## src/rtl/core/sctf_pkg.sv

```systemverilog
`default_nettype none
package sctf_pkg;

	localparam int ROW_W        = 10;
	localparam int COL_W        = 9;
	localparam int FRAME_W      = 6;
	localparam int BIT_W        = 6;
	localparam int CROW_W       = 4;
	localparam int CLBR_W       = 10;
	localparam int CLBC_W       = 8;
	localparam int WPF_W        = 7;
	localparam int MAJOR_W      = 9;
	localparam int WOFF_W       = 7;
	localparam int WIDX_W       = 10;
	localparam int BPOS_W       = 5;
	localparam int SKIP_W       = 64;
	localparam int SKIP_ENTRY_W = 8;
	localparam int CFG_IDX_W    = 3;

	localparam int SKIP_ENTRIES_DEF     = 8;
	localparam int FRAMES_IN_WINDOW_DEF = 4;

	// restoring divider: quotient bits retired per pipeline stage
	localparam int DIV_STEP   = 4;
	localparam int DIV_STAGES = (ROW_W + DIV_STEP - 1) / DIV_STEP;

	// rows per clock region = clb_rows * ceil(2^14 / clock_rows) >> 14, exact here
	localparam int RECIP_SHIFT = 14;
	localparam int RECIP_W     = 15;

	localparam logic [FRAME_W-1:0] FRAME_BASE_LO = FRAME_W'(26);
	localparam logic [FRAME_W-1:0] FRAME_BASE_HI = FRAME_W'(32);

	localparam logic [CROW_W-1:0]  CLOCK_ROWS_RST  = CROW_W'(3);
	localparam logic [CLBR_W-1:0]  CLB_ROWS_RST    = CLBR_W'(150);
	localparam logic [CLBC_W-1:0]  CLB_COLS_RST    = CLBC_W'(100);
	localparam logic [WPF_W-1:0]   WPF_RST         = WPF_W'(101);
	localparam logic [SKIP_W-1:0]  SKIP_COLUMNS_RST = '1;

	typedef enum logic [CFG_IDX_W-1:0] {
		REG_CLOCK_ROWS   = 3'd0,
		REG_CLB_ROWS     = 3'd1,
		REG_CLB_COLS     = 3'd2,
		REG_WPF          = 3'd3,
		REG_FAMILY       = 3'd4,
		REG_SKIP_COLUMNS = 3'd5
	} cfg_reg_t;

	typedef enum logic [1:0] {
		ST_OK    = 2'd0,
		ST_ROW   = 2'd1,
		ST_COL   = 2'd2,
		ST_FRAME = 2'd3
	} status_t;

	typedef struct packed {
		logic [CROW_W-1:0] clock_rows;
		logic [CLBR_W-1:0] clb_rows;
		logic [CLBC_W-1:0] clb_cols;
		logic [WPF_W-1:0]  words_per_frame;
		logic              family_select;
		logic [SKIP_W-1:0] skip_columns;
	} cfg_t;

	typedef struct packed {
		logic [ROW_W-1:0]   dividend;
		logic [ROW_W-1:0]   rows_per;
		logic [ROW_W-1:0]   rem;
		logic [ROW_W-1:0]   quo;
		status_t            status;
		logic [MAJOR_W-1:0] major;
		logic [FRAME_W-1:0] frame_off;
		logic               in_window;
		logic               base_hi;
		logic               bit_lo;
		logic [BPOS_W-1:0]  bit_pos;
	} item_t;

	function automatic logic [RECIP_W-1:0] recip(input logic [CROW_W-1:0] d);
		logic [RECIP_W-1:0] m;
		unique case (d)
			4'd1:    m = RECIP_W'(16384);
			4'd2:    m = RECIP_W'(8192);
			4'd3:    m = RECIP_W'(5462);
			4'd4:    m = RECIP_W'(4096);
			4'd5:    m = RECIP_W'(3277);
			4'd6:    m = RECIP_W'(2731);
			4'd7:    m = RECIP_W'(2341);
			4'd8:    m = RECIP_W'(2048);
			4'd9:    m = RECIP_W'(1821);
			4'd10:   m = RECIP_W'(1639);
			4'd11:   m = RECIP_W'(1490);
			4'd12:   m = RECIP_W'(1366);
			4'd13:   m = RECIP_W'(1261);
			4'd14:   m = RECIP_W'(1171);
			4'd15:   m = RECIP_W'(1093);
			default: m = '0;
		endcase
		return m;
	endfunction

endpackage
`default_nettype wire

```

## src/rtl/core/sctf_front.sv

```systemverilog
`default_nettype none
module sctf_front #(
	parameter int SKIP_ENTRIES     = sctf_pkg::SKIP_ENTRIES_DEF,
	parameter int FRAMES_IN_WINDOW = sctf_pkg::FRAMES_IN_WINDOW_DEF
) (
	input  wire logic                          clk,
	input  wire logic                          arst_n,
	input  wire sctf_pkg::cfg_t                cfg,
	input  wire logic                          up_valid,
	output logic                               up_stall,
	input  wire logic [sctf_pkg::ROW_W-1:0]    slice_y,
	input  wire logic [sctf_pkg::COL_W-1:0]    slice_x,
	input  wire logic [sctf_pkg::FRAME_W-1:0]  frame_index,
	input  wire logic [sctf_pkg::BIT_W-1:0]    bit_index,
	output logic                               dn_valid,
	output sctf_pkg::item_t                    dn_item,
	input  wire logic                          dn_stall
);

	localparam int CNT_W  = $clog2(SKIP_ENTRIES + 1);
	localparam int PROD_W = sctf_pkg::CLBR_W + sctf_pkg::RECIP_W;

	logic                                    valid_s1;
	sctf_pkg::item_t                         item_s1;
	sctf_pkg::item_t                         nxt;
	logic                                    adv;
	logic [PROD_W-1:0]                       prod;
	logic                                    rp_zero;
	logic [sctf_pkg::SKIP_ENTRY_W-1:0]       half;
	logic [CNT_W-1:0]                        cnt;
	logic                                    stop;
	logic [sctf_pkg::FRAME_W-1:0]            base;
	logic                                    row_bad;
	logic                                    col_bad;

	assign adv      = !valid_s1 || !dn_stall;
	assign up_stall = !adv;
	assign dn_valid = valid_s1;
	assign dn_item  = item_s1;

	always_comb begin
		prod    = PROD_W'(cfg.clb_rows) * PROD_W'(sctf_pkg::recip(cfg.clock_rows));
		rp_zero = (cfg.clock_rows == '0) ||
		          (cfg.clb_rows < sctf_pkg::CLBR_W'(cfg.clock_rows));

		half = slice_x[sctf_pkg::COL_W-1:1];
		cnt  = '0;
		stop = 1'b0;
		for (int j = 0; j < SKIP_ENTRIES; j++) begin
			if (!stop && half >= cfg.skip_columns[j*sctf_pkg::SKIP_ENTRY_W +: sctf_pkg::SKIP_ENTRY_W])
				cnt = cnt + CNT_W'(1);
			else
				stop = 1'b1;
		end

		base    = frame_index[sctf_pkg::FRAME_W-1] ? sctf_pkg::FRAME_BASE_HI
		                                           : sctf_pkg::FRAME_BASE_LO;
		row_bad = rp_zero || (slice_y >= cfg.clb_rows);
		col_bad = slice_x >= {cfg.clb_cols, 1'b0};

		nxt           = '0;
		nxt.dividend  = slice_y;
		nxt.rows_per  = rp_zero ? sctf_pkg::ROW_W'(1)
		                        : prod[sctf_pkg::RECIP_SHIFT +: sctf_pkg::ROW_W];
		nxt.major     = sctf_pkg::MAJOR_W'(half) + sctf_pkg::MAJOR_W'(cnt);
		nxt.frame_off = frame_index - base;
		nxt.in_window = (frame_index >= base) &&
		                (nxt.frame_off < sctf_pkg::FRAME_W'(FRAMES_IN_WINDOW));
		nxt.base_hi   = frame_index[sctf_pkg::FRAME_W-1];
		nxt.bit_lo    = !bit_index[sctf_pkg::BIT_W-1];
		nxt.bit_pos   = bit_index[sctf_pkg::BPOS_W-1:0];
		priority if (row_bad)
			nxt.status = sctf_pkg::ST_ROW;
		else if (col_bad)
			nxt.status = sctf_pkg::ST_COL;
		else if (!nxt.in_window)
			nxt.status = sctf_pkg::ST_FRAME;
		else
			nxt.status = sctf_pkg::ST_OK;
	end

	always_ff @(posedge clk or negedge arst_n) begin
		if (!arst_n)
			valid_s1 <= 1'b0;
		else if (adv)
			valid_s1 <= up_valid;
	end

	always_ff @(posedge clk) begin
		if (adv && up_valid)
			item_s1 <= nxt;
	end

endmodule
`default_nettype wire

```

## src/rtl/core/sctf_div_stage.sv

```systemverilog
`default_nettype none
module sctf_div_stage #(
	parameter int STAGE = 0
) (
	input  wire logic            clk,
	input  wire logic            arst_n,
	input  wire logic            up_valid,
	input  wire sctf_pkg::item_t up_item,
	output logic                 up_stall,
	output logic                 dn_valid,
	output sctf_pkg::item_t      dn_item,
	input  wire logic            dn_stall
);

	logic                          valid_sk;
	sctf_pkg::item_t               item_sk;
	sctf_pkg::item_t               nxt;
	logic                          adv;
	logic [sctf_pkg::ROW_W:0]      trial;
	logic                          qbit;

	assign adv      = !valid_sk || !dn_stall;
	assign up_stall = !adv;
	assign dn_valid = valid_sk;
	assign dn_item  = item_sk;

	// restoring division, dividend shifted out MSB first
	always_comb begin
		nxt   = up_item;
		trial = '0;
		qbit  = 1'b0;
		for (int i = 0; i < sctf_pkg::DIV_STEP; i++) begin
			if (STAGE * sctf_pkg::DIV_STEP + i < sctf_pkg::ROW_W) begin
				trial = {nxt.rem, nxt.dividend[sctf_pkg::ROW_W-1]};
				qbit  = trial >= {1'b0, nxt.rows_per};
				if (qbit)
					trial = trial - {1'b0, nxt.rows_per};
				nxt.rem      = trial[sctf_pkg::ROW_W-1:0];
				nxt.dividend = {nxt.dividend[sctf_pkg::ROW_W-2:0], 1'b0};
				nxt.quo      = {nxt.quo[sctf_pkg::ROW_W-2:0], qbit};
			end
		end
	end

	always_ff @(posedge clk or negedge arst_n) begin
		if (!arst_n)
			valid_sk <= 1'b0;
		else if (adv)
			valid_sk <= up_valid;
	end

	always_ff @(posedge clk) begin
		if (adv && up_valid)
			item_sk <= nxt;
	end

endmodule
`default_nettype wire

```

## src/rtl/core/sctf_back.sv

```systemverilog
`default_nettype none
module sctf_back (
	input  wire logic                          clk,
	input  wire logic                          arst_n,
	input  wire sctf_pkg::cfg_t                cfg,
	input  wire logic                          up_valid,
	input  wire sctf_pkg::item_t               up_item,
	output logic                               up_stall,
	output logic                               dn_valid,
	input  wire logic                          dn_stall,
	output logic                               bottom_half,
	output logic [sctf_pkg::CROW_W-1:0]        clock_region_row,
	output logic [sctf_pkg::MAJOR_W-1:0]       major_address,
	output logic [sctf_pkg::WOFF_W-1:0]        word_ofs,
	output logic [sctf_pkg::FRAME_W-1:0]       frame_base,
	output logic [sctf_pkg::WIDX_W-1:0]        word_index,
	output logic [sctf_pkg::BPOS_W-1:0]        bit_position,
	output logic [1:0]                         status
);

	localparam int GRP_W = sctf_pkg::ROW_W + 1;
	localparam int MUL_W = sctf_pkg::FRAME_W + sctf_pkg::WPF_W;

	logic                               valid_s5;
	logic                               bottom_s5;
	logic [sctf_pkg::CROW_W-1:0]        crow_s5;
	logic [sctf_pkg::MAJOR_W-1:0]       major_s5;
	logic [sctf_pkg::WOFF_W-1:0]        woff_s5;
	logic [sctf_pkg::FRAME_W-1:0]       base_s5;
	logic [sctf_pkg::WIDX_W-1:0]        widx_s5;
	logic [sctf_pkg::BPOS_W-1:0]        bpos_s5;
	sctf_pkg::status_t                  status_s5;

	logic                               adv;
	logic [GRP_W-1:0]                   group;
	logic [sctf_pkg::CROW_W-1:0]        mid;
	logic                               bottom;
	logic [sctf_pkg::CROW_W-1:0]        crow;
	logic [GRP_W-1:0]                   woff_full;
	logic [MUL_W-1:0]                   widx_full;
	logic [sctf_pkg::WIDX_W-1:0]        widx;

	assign adv      = !valid_s5 || !dn_stall;
	assign up_stall = !adv;
	assign dn_valid = valid_s5;

	always_comb begin
		group = GRP_W'(up_item.quo) + GRP_W'(1);
		mid   = (cfg.clock_rows >> 1) +
		        sctf_pkg::CROW_W'(cfg.clock_rows[0] ^ cfg.family_select);
		if (group > GRP_W'(mid)) begin
			bottom = 1'b0;
			crow   = sctf_pkg::CROW_W'(group - GRP_W'(mid) - GRP_W'(1));
		end else begin
			bottom = 1'b1;
			crow   = sctf_pkg::CROW_W'(GRP_W'(mid) - group);
		end

		if (up_item.rem >= (up_item.rows_per >> 1))
			woff_full = {up_item.rem, 1'b1};
		else
			woff_full = {up_item.rem, 1'b0};

		widx_full = MUL_W'(up_item.frame_off) * MUL_W'(cfg.words_per_frame) +
		            MUL_W'(woff_full) + MUL_W'(up_item.bit_lo);
		widx      = up_item.in_window ? widx_full[sctf_pkg::WIDX_W-1:0] : '0;
	end

	always_ff @(posedge clk or negedge arst_n) begin
		if (!arst_n)
			valid_s5 <= 1'b0;
		else if (adv)
			valid_s5 <= up_valid;
	end

	always_ff @(posedge clk) begin
		if (adv && up_valid) begin
			bottom_s5 <= bottom;
			crow_s5   <= crow;
			major_s5  <= up_item.major;
			woff_s5   <= woff_full[sctf_pkg::WOFF_W-1:0];
			base_s5   <= up_item.base_hi ? sctf_pkg::FRAME_BASE_HI : sctf_pkg::FRAME_BASE_LO;
			widx_s5   <= widx;
			bpos_s5   <= up_item.bit_pos;
			status_s5 <= up_item.status;
		end
	end

	assign bottom_half      = bottom_s5;
	assign clock_region_row = crow_s5;
	assign major_address    = major_s5;
	assign word_ofs         = woff_s5;
	assign frame_base       = base_s5;
	assign word_index       = widx_s5;
	assign bit_position     = bpos_s5;
	assign status           = status_s5;

endmodule
`default_nettype wire

```

## src/rtl/core/slice_to_config_frame_address_unit.sv

```systemverilog
// Slice to configuration frame address unit.
// Input channel: in_valid / in_stall with slice_y, slice_x, frame_index
// and bit_index; one transaction per accepted edge (in_valid high, in_stall low).
// Output channel: out_valid / out_stall with the frame address fields and a
// status code; exactly one output transaction per input transaction, in order.
// Configuration: cfg_we writes cfg_data into register cfg_index at the clock
// edge; write only while no transaction is in flight.
// The path from input accept to out_valid is one front stage (range
// checks, rows-per-region reciprocal multiply, skip column scan), three
// restoring divider stages (four, four and two quotient bits) for the row
// split, and one back stage (midline, word offset, word index multiply) that
// is the output register. Throughput is one transaction per cycle unless the
// receiver stalls; then each stage holds its transaction and empty stages
// keep filling; in_stall rises only once every stage holds a transaction.
// Reset (arst_n low) empties the pipeline and loads the default device
// geometry into the configuration registers.
`default_nettype none
module slice_to_config_frame_address_unit #(
	parameter int SKIP_ENTRIES     = sctf_pkg::SKIP_ENTRIES_DEF,
	parameter int FRAMES_IN_WINDOW = sctf_pkg::FRAMES_IN_WINDOW_DEF
) (
	input  wire logic                            clk,
	input  wire logic                            arst_n,
	input  wire logic                            cfg_we,
	input  wire logic [sctf_pkg::CFG_IDX_W-1:0]  cfg_index,
	input  wire logic [sctf_pkg::SKIP_W-1:0]     cfg_data,
	input  wire logic                            in_valid,
	output logic                                 in_stall,
	input  wire logic [sctf_pkg::ROW_W-1:0]      slice_y,
	input  wire logic [sctf_pkg::COL_W-1:0]      slice_x,
	input  wire logic [sctf_pkg::FRAME_W-1:0]    frame_index,
	input  wire logic [sctf_pkg::BIT_W-1:0]      bit_index,
	output logic                                 out_valid,
	input  wire logic                            out_stall,
	output logic                                 bottom_half,
	output logic [sctf_pkg::CROW_W-1:0]          clock_region_row,
	output logic [sctf_pkg::MAJOR_W-1:0]         major_address,
	output logic [sctf_pkg::WOFF_W-1:0]          word_ofs,
	output logic [sctf_pkg::FRAME_W-1:0]         frame_base,
	output logic [sctf_pkg::WIDX_W-1:0]          word_index,
	output logic [sctf_pkg::BPOS_W-1:0]          bit_position,
	output logic [1:0]                           status
);

	localparam int NS = sctf_pkg::DIV_STAGES;

	sctf_pkg::cfg_t   cfg_q;
	logic             div_valid [NS+1];
	sctf_pkg::item_t  div_item  [NS+1];
	logic             div_stall [NS+1];

	always_ff @(posedge clk or negedge arst_n) begin
		if (!arst_n) begin
			cfg_q.clock_rows      <= sctf_pkg::CLOCK_ROWS_RST;
			cfg_q.clb_rows        <= sctf_pkg::CLB_ROWS_RST;
			cfg_q.clb_cols        <= sctf_pkg::CLB_COLS_RST;
			cfg_q.words_per_frame <= sctf_pkg::WPF_RST;
			cfg_q.family_select   <= 1'b0;
			cfg_q.skip_columns    <= sctf_pkg::SKIP_COLUMNS_RST;
		end else if (cfg_we) begin
			unique case (sctf_pkg::cfg_reg_t'(cfg_index))
				sctf_pkg::REG_CLOCK_ROWS:   cfg_q.clock_rows      <= cfg_data[sctf_pkg::CROW_W-1:0];
				sctf_pkg::REG_CLB_ROWS:     cfg_q.clb_rows        <= cfg_data[sctf_pkg::CLBR_W-1:0];
				sctf_pkg::REG_CLB_COLS:     cfg_q.clb_cols        <= cfg_data[sctf_pkg::CLBC_W-1:0];
				sctf_pkg::REG_WPF:          cfg_q.words_per_frame <= cfg_data[sctf_pkg::WPF_W-1:0];
				sctf_pkg::REG_FAMILY:       cfg_q.family_select   <= cfg_data[0];
				sctf_pkg::REG_SKIP_COLUMNS: cfg_q.skip_columns    <= cfg_data;
				default: ;
			endcase
		end
	end

	sctf_front #(
		.SKIP_ENTRIES     (SKIP_ENTRIES),
		.FRAMES_IN_WINDOW (FRAMES_IN_WINDOW)
	) u_front (
		.clk         (clk),
		.arst_n      (arst_n),
		.cfg         (cfg_q),
		.up_valid    (in_valid),
		.up_stall    (in_stall),
		.slice_y     (slice_y),
		.slice_x     (slice_x),
		.frame_index (frame_index),
		.bit_index   (bit_index),
		.dn_valid    (div_valid[0]),
		.dn_item     (div_item[0]),
		.dn_stall    (div_stall[0])
	);

	for (genvar k = 0; k < NS; k++) begin : g_div
		sctf_div_stage #(
			.STAGE (k)
		) u_div (
			.clk      (clk),
			.arst_n   (arst_n),
			.up_valid (div_valid[k]),
			.up_item  (div_item[k]),
			.up_stall (div_stall[k]),
			.dn_valid (div_valid[k+1]),
			.dn_item  (div_item[k+1]),
			.dn_stall (div_stall[k+1])
		);
	end

	sctf_back u_back (
		.clk              (clk),
		.arst_n           (arst_n),
		.cfg              (cfg_q),
		.up_valid         (div_valid[NS]),
		.up_item          (div_item[NS]),
		.up_stall         (div_stall[NS]),
		.dn_valid         (out_valid),
		.dn_stall         (out_stall),
		.bottom_half      (bottom_half),
		.clock_region_row (clock_region_row),
		.major_address    (major_address),
		.word_ofs         (word_ofs),
		.frame_base       (frame_base),
		.word_index       (word_index),
		.bit_position     (bit_position),
		.status           (status)
	);

`ifndef SYNTHESIS
	// backpressure reaches the input only through a blocked output
	a_stall_needs_blocked_out: assert property (@(posedge clk) disable iff (!arst_n)
		in_stall |-> (out_valid && out_stall))
		else $error("in_stall without a blocked output");

	a_window_word_zero: assert property (@(posedge clk) disable iff (!arst_n)
		(out_valid && status == sctf_pkg::ST_FRAME) |-> (word_index == '0))
		else $error("word_index nonzero for frame outside window");

	a_major_bound: assert property (@(posedge clk) disable iff (!arst_n)
		out_valid |-> (major_address <= sctf_pkg::MAJOR_W'(255 + SKIP_ENTRIES)))
		else $error("major_address beyond skip table bound");
`endif

endmodule
`default_nettype wire

```

## config.mk

```make
export PLATFORM = sky130hd
export DESIGN_NAME = slice_to_config_frame_address_unit
export DESIGN_NICKNAME = d
export VERILOG_FILES = /design/src/rtl/core/sctf_pkg.sv /design/src/rtl/core/sctf_front.sv /design/src/rtl/core/sctf_div_stage.sv /design/src/rtl/core/sctf_back.sv /design/src/rtl/core/slice_to_config_frame_address_unit.sv
export SDC_FILE = /design/constraint.sdc
export NUM_CORES = 1
export LEC_CHECK = 0
export BUFFER_PORTS_ARGS = -buffer_cell sky130_fd_sc_hd__buf_2
export CAP_MARGIN = 20
export CORE_MARGIN = 5
export CORE_UTILIZATION = 40
export DETAILED_ROUTE_END_ITERATION = 16
export PLACE_DENSITY = 0.56
export SYNTH_ARGS = -nofsm -noshare
export SYNTH_HDL_FRONTEND = slang
export SYNTH_HIERARCHICAL = 1
export SYNTH_SLANG_ARGS = --single-unit
```

## constraint.sdc

```tcl
create_clock -name clk -period 12.67 [get_ports clk]
set_input_delay 3.801 -clock clk [delete_from_list [all_inputs] [get_ports clk]]
set_output_delay 3.801 -clock clk [all_outputs]
set_load 0.05 [all_outputs]
```

-- Yosys cells after proc, flatten, opt, wreduce, memory -nomap -nowiden
Memory sizes are Yosys's and may differ from the RTL's.
Index checks and enable logic that the tools add are counted.
- memory bits (read-only): 240
- output and inout port bits: 46
- memories: 1
- flip-flop bits (word level): 353
- word-level logic and storage cells: 194
- memories (memory ; depth ; bits a word ; rd ports ; clocked after Yosys merged registers in ; write ports ; line ; source):
    (no name shown) ; 16 ; 15 ; 1 ; 0 ; 0 ; sctf_pkg.sv:81 ; unique case (d)
- multipliers: 2
- reduce and logical (&&, ||, !) cells: 42
- mux-type cells: 32
- add/sub/neg operators: 26
- bitwise gates (word level): 1
- magnitude comparators: 25
- eq/ne operators: 5
- operators with widths (kind ; count):
    10-bit two-way mux ; 10
    11-bit by 10-bit >= comparator with 1-bit output ; 9
    10-bit subtractor ; 9
    8-bit >= comparator ; 8
    4-bit two-way mux ; 8
    4-bit by 1-bit adder with 4-bit output (second input constant) ; 7
    10-bit by 15-bit multiplier with 24-bit output ; 1
    1-bit zero test ; 14
    1-bit logical AND ; 13
    6-bit two-way mux ; 2
    2-bit AND reduction ; 6
    10-bit by 1-bit adder with 11-bit output (second input constant) ; 1
    11-bit by 4-bit greater-than comparator with 1-bit output ; 1
    10-bit by 1-bit adder with 10-bit output ; 1
    10-bit adder ; 1
    1-bit by 10-bit >= comparator with 1-bit output ; 1
    10-bit >= comparator ; 1
    10-bit by 9-bit >= comparator with 1-bit output ; 1
    10-bit by 4-bit less-than comparator with 1-bit output ; 1
    6-bit by 7-bit multiplier with 10-bit output ; 1
    1-bit two-way mux ; 10
    1-bit by 10-bit subtractor with 10-bit output ; 1
    8-bit by 4-bit adder with 9-bit output ; 1
    9-bit >= comparator ; 1
    other kinds (14) ; 24

-- Logic depth before layout (Yosys ltp)
Gate-level depths: netlist (run 1).
- depth after elaboration: 22
- mapped depth: 43
- mapped depth without buffers: 40

-- Hierarchy
Netlist (run 1), hierarchy kept.
- by module, submodules not included (module ; cells an instance ; area each (um^2) ; times used ; sequential area each (um^2)):
    sctf_front ; 990 ; 8961.1 ; 1 ; 1376.3
    sctf_div_stage (g_div[1].u_div) ; 389 ; 4247.8 ; 1 ; 1856.8
    sctf_div_stage (g_div[0].u_div) ; 347 ; 4119.0 ; 1 ; 1856.8
    slice_to_config_frame_address_unit ; 203 ; 3654.8 ; 1 ; 2448.6
    sctf_back ; 298 ; 3347.0 ; 1 ; 1226.2
    sctf_div_stage (g_div[2].u_div) ; 227 ; 3183.1 ; 1 ; 1916.8

-- Least setup slack after synthesis (run 1)
Ideal clock, no wire load.
- path type: reg2reg
- start point: register u_front.item_s1, in the netlist u_front/dn_item[46]
- end point: register g_div[0].u_div.item_sk, in the netlist g_div[0].u_div/dn_item[38] (data pin)
- buffers on the path: 3
- setup time: 0.262 ns
- cell stages (with the launch flop): 43
- data required time: 12.408 ns
- setup slack: 3.308 ns
- arrival time: 9.100 ns
- period minus slack after synthesis: 9.362 ns
- path through: edfxtp_1 -> inv_1 -> ha_1 -> nor2b_1 -> o31a_1 -> o31a_1 -> o21a_1 -> or2_1 -> buf_6 -> o21ai_0 -> inv_1 -> ha_1 -> nor2b_1 -> o31a_1 -> o311a_1 -> o21ai_1 -> nor2b_1 -> buf_2 -> [... 7 more ...] -> a31oi_1 -> o21ai_0 -> a221o_1 -> a221oi_4 -> buf_6 -> mux2_2 -> inv_1 -> ha_1 -> nor2b_1 -> o31a_1 -> o31a_1 -> o31ai_1 -> o211ai_1 -> a21o_1 -> or4_1 -> mux2i_4 -> inv_6 -> mux2_1
- RTL lines (item ; line ; source):
    start, declared ; sctf_front.sv:24 ; sctf_pkg::item_t item_s1;
    start signal, assigned ; sctf_front.sv:91 ; item_s1 <= nxt;
    end signal, assigned ; sctf_div_stage.sv:54 ; item_sk <= nxt;
    end, declared ; sctf_div_stage.sv:16 ; sctf_pkg::item_t item_sk;

==> impl_metrics.yaml, run 1 <==
clock_tree:
  clock_slew_at_the_register_clock_pins_of_the_worst_setup_and_hold_paths_ns: 0.06
  ctsResizeCount: 0
  cts-buffers-inserted: 42
  cts-root-buf: "clkbuf_16"
  cts.sinks: 348
  maximum_root_to_sink_buffer_count: 3
  cts_tree: "done"
  post_cts_buffers: 0
  clock_latency_ns: 0.57
  h_tree_level_count: 2
  cts_hold_buf: 0
setup_path:
  critical_path.max_fanout: 11
  critical_path.startpoint_type: "flip-flop"
  critPathRequiredTime_ns: 12.95
  timing.reg2reg.setup_slack_ns: 1.58
  cpPeakStageDelay_ns: 0.61
  crit-reg2reg-capture: "g_div[0].u_div/dn_item[42]"
  rr_worst_depth: 39
  kind_of_critical_path: "reg2reg"
  regToRegStartpoint: "u_front/dn_item[46]"
  setup.worst_path.end_class: "flip-flop"
  worstPathArrival_ns: 11.37
  critical-path-slowest-cell: "a221oi_4"
synth:
  synthesis.yosys.warnings: 6
  syn-mean-instance-area_um2: 11.09
  synth_cells: 2410
  syn-cell-area_um2: 26720
detailed_routing:
  wirelength_um: 63470
  drt-pass1-iter-count: 5
  drtIter0Drc: 996
  drt-wirelength-per-cell_um: 18.29
  antenna_violating_nets_post_route: 0
  count_of_vias_placed_by_the_detailed_router: 18160
  drcViolationCount: 0
  detail_routed_via_count_per_cell: 5.232
floorplan:
  die_x_um: 268.5
  floorplan.initialDensity: 0.4050
  core.rowCount: 94
  die-height_um: 268.5
  dieArea_um2: 72070
  ioPinCount: 149
  coreArea_um2: 65980
final_layout:
  drive_above_1_share: 0.1612
  area.growth.synth_to_final_pct: 11.41
  stdcell_area_um2: 29770
  final_cell_count_without_fillers: 3470
  nets: 3110
  fillers: 6154
  multi_input_area_um2: 15150
  register_area_um2: 10050
timing:
  setup-tns-final_ns: 0
  final.setup.worst_slack_ns: 1.585
  period_needed_ns: 11.09
  grt_setup_unrepaired: "no"
  relSlewSlack: 0.2327
  finalCritPeriodShare: 0.8749
  highest_clock_rate_mhz: 90.21
  slew_viol_final: 0
  finalClockSkew_ns: 0.03087
  setup-violations-final: 0
  report.final.hold_viol_count: 0
  worst_pin_slew_ns: 1.143
status:
  run_status: "finished, final reports clean"
min_path:
  hold_class: "reg2reg"
  hold_start: "g_div[1].u_div/dn_item[23]"
  min_delay_path_depth: 0
  endpoint_worst_hold: "g_div[2].u_div/dn_item[23]"
global_routing:
  first_global_vias: 18450
  grt_overflow_total: 0
  groute.usage.overall: 0.1730
  grt_antenna_before_repair: 1
  first_pass_grt_wire_length_um: 99940
  grt_max_degree: 71
place:
  gpl.final_weighted_congestion: 0.9156
  i_o_buffers: 146
  dp_hpwl_um: 48970
  preCtsSetupSlack_ns: 1.506
  place_area_um2: 28390
  numPlacedInstances: 3392
job:
  maxCapViolations: 0
## registers in the layout, summed over array words and instances, names as in the netlist, 2 cells and up
register                 flops
g_div.u_div/dn_item        164
u_back/major_address         9
u_back/clock_region_row      4
u_back/frame_base            2
u_back/bit_position          5
u_back/status                2
g_div.u_div/dn_valid         3
cfg_q                       94
u_back/word_ofs              7
u_back/word_index           10
u_front/dn_item             45
## critical path: cells and delay by family (launching register included)
kind	cells	cell delay (ns)
adder cells (fa/ha/maj)	4	1.17
flip-flops	1	0.52
AO/OA/AOI/OAI	18	5.13
AND/OR/NAND/NOR	8	2.09
multiplexers	3	1.08
buffers and inverters	6	0.82
## layer usage
metal,wire (um),vias up,global-route usage
li1,-,8743,-
met1,29080,8955,0.2404
met2,30050,365,0.2839
met3,2927,92,0.03294
met4,1415,0,0.04021
met5,0,-,0
## how the worst max path moves through the flow
stage,cells after the start,from,to
floorplan,42,u_front/dn_item[46],g_div[0].u_div/dn_item[38]
global placement,39,u_front/dn_item[46],g_div[0].u_div/dn_item[38]
detailed placement,39,u_front/dn_item[46],g_div[0].u_div/dn_item[42]
CTS,39,u_front/dn_item[46],g_div[0].u_div/dn_item[42]
global route,39,u_front/dn_item[46],g_div[0].u_div/dn_item[42]
finish,39,u_front/dn_item[46],g_div[0].u_div/dn_item[42]
## final cells by class
| cell class | count | area share |
|---|---|---|
| multi-input cells | 1685 | 0.5089 |
| diodes | 1 | 0.00008406 |
| clock inverters | 26 | 0.009120 |
| clock buffers | 50 | 0.03699 |
| well taps | 864 | 0.03631 |
| repair buffers | 157 | 0.02782 |
| flip-flops and latches | 348 | 0.3376 |
| inverters | 339 | 0.04316 |
## placed cells by master (no fill, tap or decap), types with 12 or more instances in the layout
cell / n
buf_2: 145
nand4_1: 24
and2_1: 93
mux2_1: 75
inv_1: 330
xor2_1: 33
nor2b_1: 40
nor2_1: 77
mux2i_1: 19
o211ai_1: 16
nand2_1: 170
and3_1: 12
mux2_2: 63
clkbuf_16: 42
a211oi_1: 17
dfrtp_1: 22
o31a_1: 13
a21o_1: 50
a21oi_1: 93
o21a_1: 35
ha_1: 296
dfstp_2: 77
o21ai_0: 64
nor3_1: 31
conb_1: 12
edfxtp_1: 249
o21ai_1: 13
nand2b_1: 22
fa_1: 138
nand3_1: 30
xnor2_1: 65
## stage by stage
step,hold slack [ns],util
after global routing,0.3920,0.4512
final,0.4014,0.4512
after detailed placement,0.4045,0.4302
after global placement,0.4005,0.4298
after CTS,0.3963,0.4510
after floorplan,0.4003,-
Power of run 1 is not shown: default switching activity piles up to over one toggle a cycle in this logic, so the estimate is an artifact.
==> inputs of run 2 (changes only) <==
- CORE_UTILIZATION: 40 -> 53
- CTS_CLUSTER_SIZE: not set -> 10
- PLACE_DENSITY: 0.56 -> 0.71
==> impl_metrics.yaml, run 2 (synthesized netlist as in run 1, its figures left out) <==
status:
  run_status: "finished, final reports clean"
timing:
  report.final.hold_viol_count: 0
  relSlewSlack: 0.2891
  finalCritPeriodShare: 0.8795
  worst_pin_slew_ns: 1.059
  grt_setup_unrepaired: "no"
  finalClockSkew_ns: 0.02317
  setup-tns-final_ns: 0
  slew_viol_final: 0
  holdWs_ns: 0.4037
  highest_clock_rate_mhz: 89.74
  period_needed_ns: 11.14
  setup-violations-final: 0
setup_path:
  crit_path_end: "g_div[0].u_div/dn_item[39]"
  crit_family: "compound AO/OA/AOI/OAI gates"
  setup.worst_path.end_class: "flip-flop"
  critical_path_depth: 39
  rr_worst_depth: 39
  critical_path.startpoint_type: "flip-flop"
  timing.reg2reg.setup_slack_ns: 1.53
  worstPathArrival_ns: 11.45
  critical_path.max_fanout: 11
  cpPeakStageDelay_ns: 0.64
  crit-reg2reg-capture: "g_div[0].u_div/dn_item[39]"
  regToRegStartpoint: "u_front/dn_item[46]"
  number_of_buffers_and_inverters_on_the_critical_path: 6
  crit_start: "u_front/dn_item[46]"
  critPathRequiredTime_ns: 12.97
  kind_of_critical_path: "reg2reg"
  critical-path-slowest-cell: "a221oi_4"
detailed_routing:
  drtIter0Drc: 1002
  drcViolationCount: 0
  wirelength_um: 61330
  detail_routed_via_count_per_cell: 5.599
  count_of_vias_placed_by_the_detailed_router: 18350
  drt-pass1-iter-count: 6
  antenna_violating_nets_post_route: 0
  drt-wirelength-per-cell_um: 18.71
global_routing:
  first_pass_grt_wire_length_um: 97060
  grt_busiest_layer: "met2"
  groute.usage.overall: 0.2208
  gr-usage-met2: 0.3724
  grt_overflow_total: 0
  grt_antenna_before_repair: 7
  first_global_vias: 18490
  grt_max_degree: 65
  global_route.usage.met3: 0.03088
  groute.layer.met1.usage: 0.3023
final_layout:
  fillers: 4073
  drive_above_1_share: 0.1567
  nets: 3110
  multi_input_area_um2: 15140
  register_area_um2: 10050
  area.growth.synth_to_final_pct: 10.07
  stdcell_area_um2: 29410
  mostFrequentLayoutCell: "inv_1"
  max_reg_flops: 164
  layout.cells.most_common_list: "inv_1, ha_1, edfxtp_1"
clock_tree:
  clock_latency_ns: 0.56
  cts.sinks: 348
  h_tree_level_count: 2
  cts-buffers-inserted: 42
  ctsResizeCount: 0
  cts_tree: "done"
  cts_hold_buf: 0
  maximum_root_to_sink_buffer_count: 3
  cts-root-buf: "clkbuf_16"
  clock_slew_at_the_register_clock_pins_of_the_worst_setup_and_hold_paths_ns: 0.06
  post_cts_buffers: 0
place:
  gpl.final_weighted_congestion: 0.8999
  place_area_um2: 28120
  i_o_buffers: 146
  dp_hpwl_um: 46300
floorplan:
  die_x_um: 234.5
  die-height_um: 234.5
  dieArea_um2: 55010
  core.rowCount: 82
  floorplan.initialDensity: 0.5348
  coreArea_um2: 49970
  ioPinCount: 149
job:
  maxCapViolations: 0
min_path:
  hold_class: "reg2reg"
-- run 2: cell count changes in the layout (fill, tap and decap cells not counted), moves of 2 or more --
cell	delta
diode_2	+7
clkbuf_1	+12
clkinv_1	-7
clkinv_2	-5
bufinv_16	-3
clkinvlp_4	-2
-- run 2: layer usage --
metal | wire [um] | share of wire
met1 | 27230 | 0.44
met2 | 29990 | 0.49
met3 | 2760 | 0.045
met4 | 1341 | 0.022
met5 | 7 | 0.00011
-- run 2: area by class of cell --
class / count / area share
Clock inverter: 8 / 0.003744
Antenna cell: 8 / 0.0006807
Sequential cell: 348 / 0.3417
Clock buffer: 61 / 0.03850
Tap cell: 672 / 0.02859
Inverter: 339 / 0.04369
Multi-Input combinational cell: 1685 / 0.5149
Timing Repair Buffer: 157 / 0.02816
-- run 2: worst min path at each step --
stage | from | to | slack, ns | cells after the start
6_report | g_div[1].u_div/dn_item[11] | g_div[2].u_div/dn_item[11] | 0.40 | 0
2_1_floorplan | u_front/dn_item[0] | g_div[0].u_div/dn_item[0] | 0.40 | 0
3_5_place_dp | u_front/dn_item[20] | g_div[0].u_div/dn_item[20] | 0.40 | 0
5_1_grt | g_div[0].u_div/dn_item[23] | g_div[1].u_div/dn_item[23] | 0.42 | 0
3_3_place_gp | g_div[0].u_div/dn_item[6] | g_div[1].u_div/dn_item[6] | 0.40 | 0
4_1_cts | g_div[1].u_div/dn_item[11] | g_div[2].u_div/dn_item[11] | 0.41 | 0
-- run 2: metrics by stage --
stage	util	std cells	setup WS, ns
after floorplan	-	2420	3.308
after global placement	0.5628	3199	1.812
after detailed placement	0.5628	3199	1.543
after CTS	0.5877	3268	1.512
after global routing	0.5886	3277	0.8246
final	0.5886	3278	1.526
Power of run 2 is left out for the same reason.
==> inputs of run 3 (changes only) <==
==> constraint.sdc (replaced) <==
create_clock -name clk -period 12.67 [get_ports clk]
set_input_delay 1.9005 -clock clk [delete_from_list [all_inputs] [get_ports clk]]
set_output_delay 1.9005 -clock clk [all_outputs]
set_load 0.05 [all_outputs]
==> impl_metrics.yaml, run 3 (synthesized netlist as in run 1, its figures left out) <==
place:
  numPlacedInstances: 3200
  gpl.final_weighted_congestion: 0.9224
  preCtsSetupSlack_ns: 1.482
  dp_hpwl_um: 45770
  i_o_buffers: 146
timing:
  highest_clock_rate_mhz: 88.82
  relSlewSlack: 0.3223
  finalCritPeriodShare: 0.8886
  report.final.hold_viol_count: 0
  slew_viol_final: 0
  worst_pin_slew_ns: 1.010
  setup-tns-final_ns: 0
  grt_setup_unrepaired: "no"
  period_needed_ns: 11.26
  finalClockSkew_ns: 0.02345
  setup-violations-final: 0
  final.setup.worst_slack_ns: 1.411
setup_path:
  worstPathArrival_ns: 11.57
  critical_path.max_fanout: 11
  number_of_buffers_and_inverters_on_the_critical_path: 6
  setup.worst_path.end_class: "flip-flop"
  crit_family: "compound AO/OA/AOI/OAI gates"
  critical_path.startpoint_type: "flip-flop"
  critical-path-slowest-cell: "a221oi_4"
  kind_of_critical_path: "reg2reg"
  critPathRequiredTime_ns: 12.98
  cpPeakStageDelay_ns: 0.62
detailed_routing:
  count_of_vias_placed_by_the_detailed_router: 18500
  drtIter0Drc: 1148
  drt-wirelength-per-cell_um: 18.31
  detail_routed_via_count_per_cell: 5.642
  drcViolationCount: 0
  wirelength_um: 60040
  antenna_violating_nets_post_route: 0
  drt-pass1-iter-count: 8
final_layout:
  nets: 3110
  drive_above_1_share: 0.1560
  area.growth.synth_to_final_pct: 10.08
  max_reg_flops: 164
  mostFrequentLayoutCell: "inv_1"
  layout.cells.most_common_list: "inv_1, ha_1, edfxtp_1"
  final_cell_count_without_fillers: 3279
floorplan:
  floorplan.initialDensity: 0.5348
  core.rowCount: 82
  coreArea_um2: 49970
  die-height_um: 234.5
  die_x_um: 234.5
  ioPinCount: 149
  dieArea_um2: 55010
global_routing:
  grt_antenna_before_repair: 4
  grt_max_degree: 65
  grt_overflow_total: 0
  first_pass_grt_wire_length_um: 96700
  first_global_vias: 18930
  groute.usage.overall: 0.2183
min_path:
  hold_class: "reg2reg"
clock_tree:
  cts-buffers-inserted: 42
  post_cts_buffers: 0
  h_tree_level_count: 2
  maximum_root_to_sink_buffer_count: 3
  cts-root-buf: "clkbuf_16"
  cts.sinks: 348
  cts_tree: "done"
  clock_slew_at_the_register_clock_pins_of_the_worst_setup_and_hold_paths_ns: 0.06
  cts_hold_buf: 0
  ctsResizeCount: 0
  clock_latency_ns: 0.57
status:
  run_status: "finished, final reports clean"
job:
  maxCapViolations: 0
[run 3: changes by cell type in the layout (fill, tap and decap cells not counted)]
cell / previous run / this run
clkinv_1: 3 / 2
clkinv_16: 1 / 2
clkbuf_1: 18 / 25
diode_2: 8 / 4
clkinv_4: 1 / 0
bufinv_16: 1 / 0
[run 3: metrics by stage]
| stage | utilization | area [um^2] | hold WS, ns |
|---|---|---|---|
| 4_1_cts | 0.5881 | 29380 | 0.4027 |
| 2_1_floorplan | - | 26760 | 0.4003 |
| 3_3_place_gp | 0.5630 | 28130 | 0.4006 |
| 3_5_place_dp | 0.5630 | 28130 | 0.4045 |
| 5_1_grt | 0.5887 | 29410 | 0.4023 |
| 6_report | 0.5887 | 29410 | 0.4130 |
[run 3: area by class of cell]
cell class                      count  area, um^2
Multi-Input combinational cell   1685       15140
Fill cell                        4086       20550
Clock buffer                       68        1159
Inverter                          339        1285
Antenna cell                        4       10.01
Sequential cell                   348       10050
Timing Repair Buffer              157       828.3
Clock inverter                      6       97.59
Tap cell                          672       840.8
[run 3: path summary, 6_finish.rpt]
check,from,to,slack [ns],cells after the start
worst min-delay path,g_div[0].u_div/dn_item[15],g_div[1].u_div/dn_item[15],0.41,0
min in group asynchronous,arst_n,u_back/dn_valid,1.28,1
worst min register to register,g_div[0].u_div/dn_item[15],g_div[1].u_div/dn_item[15],0.41,0
worst max-delay path,u_front/dn_item[46],g_div[0].u_div/dn_item[42],1.41,39
worst max register to register,u_front/dn_item[46],g_div[0].u_div/dn_item[42],1.41,39
max in group asynchronous,arst_n,cfg_q[89],10.19,2
[run 3: routing by layer]
layer	share of wire	global-route usage	vias up	routed length (um)
met1	0.42	0.2859	9041	25100
met2	0.50	0.3748	573	29870
met4	0.027	0.06641	0	1592
met5	0	0	-	0
li1	-	-	8768	-
met3	0.058	0.03691	117	3468
[run 3: worst register-to-register path, delay by kind of cell, from the launching register on]
family                   cells  cell delay (ns)
AND/OR/NAND/NOR              8             2.11
AO/OA/AOI/OAI               18             5.24
adder cells (fa/ha/maj)      4             1.18
flip-flops                   1             0.51
buffers and inverters        6             0.84
multiplexers                 3             1.11
Power of run 3 is left out for the same reason.
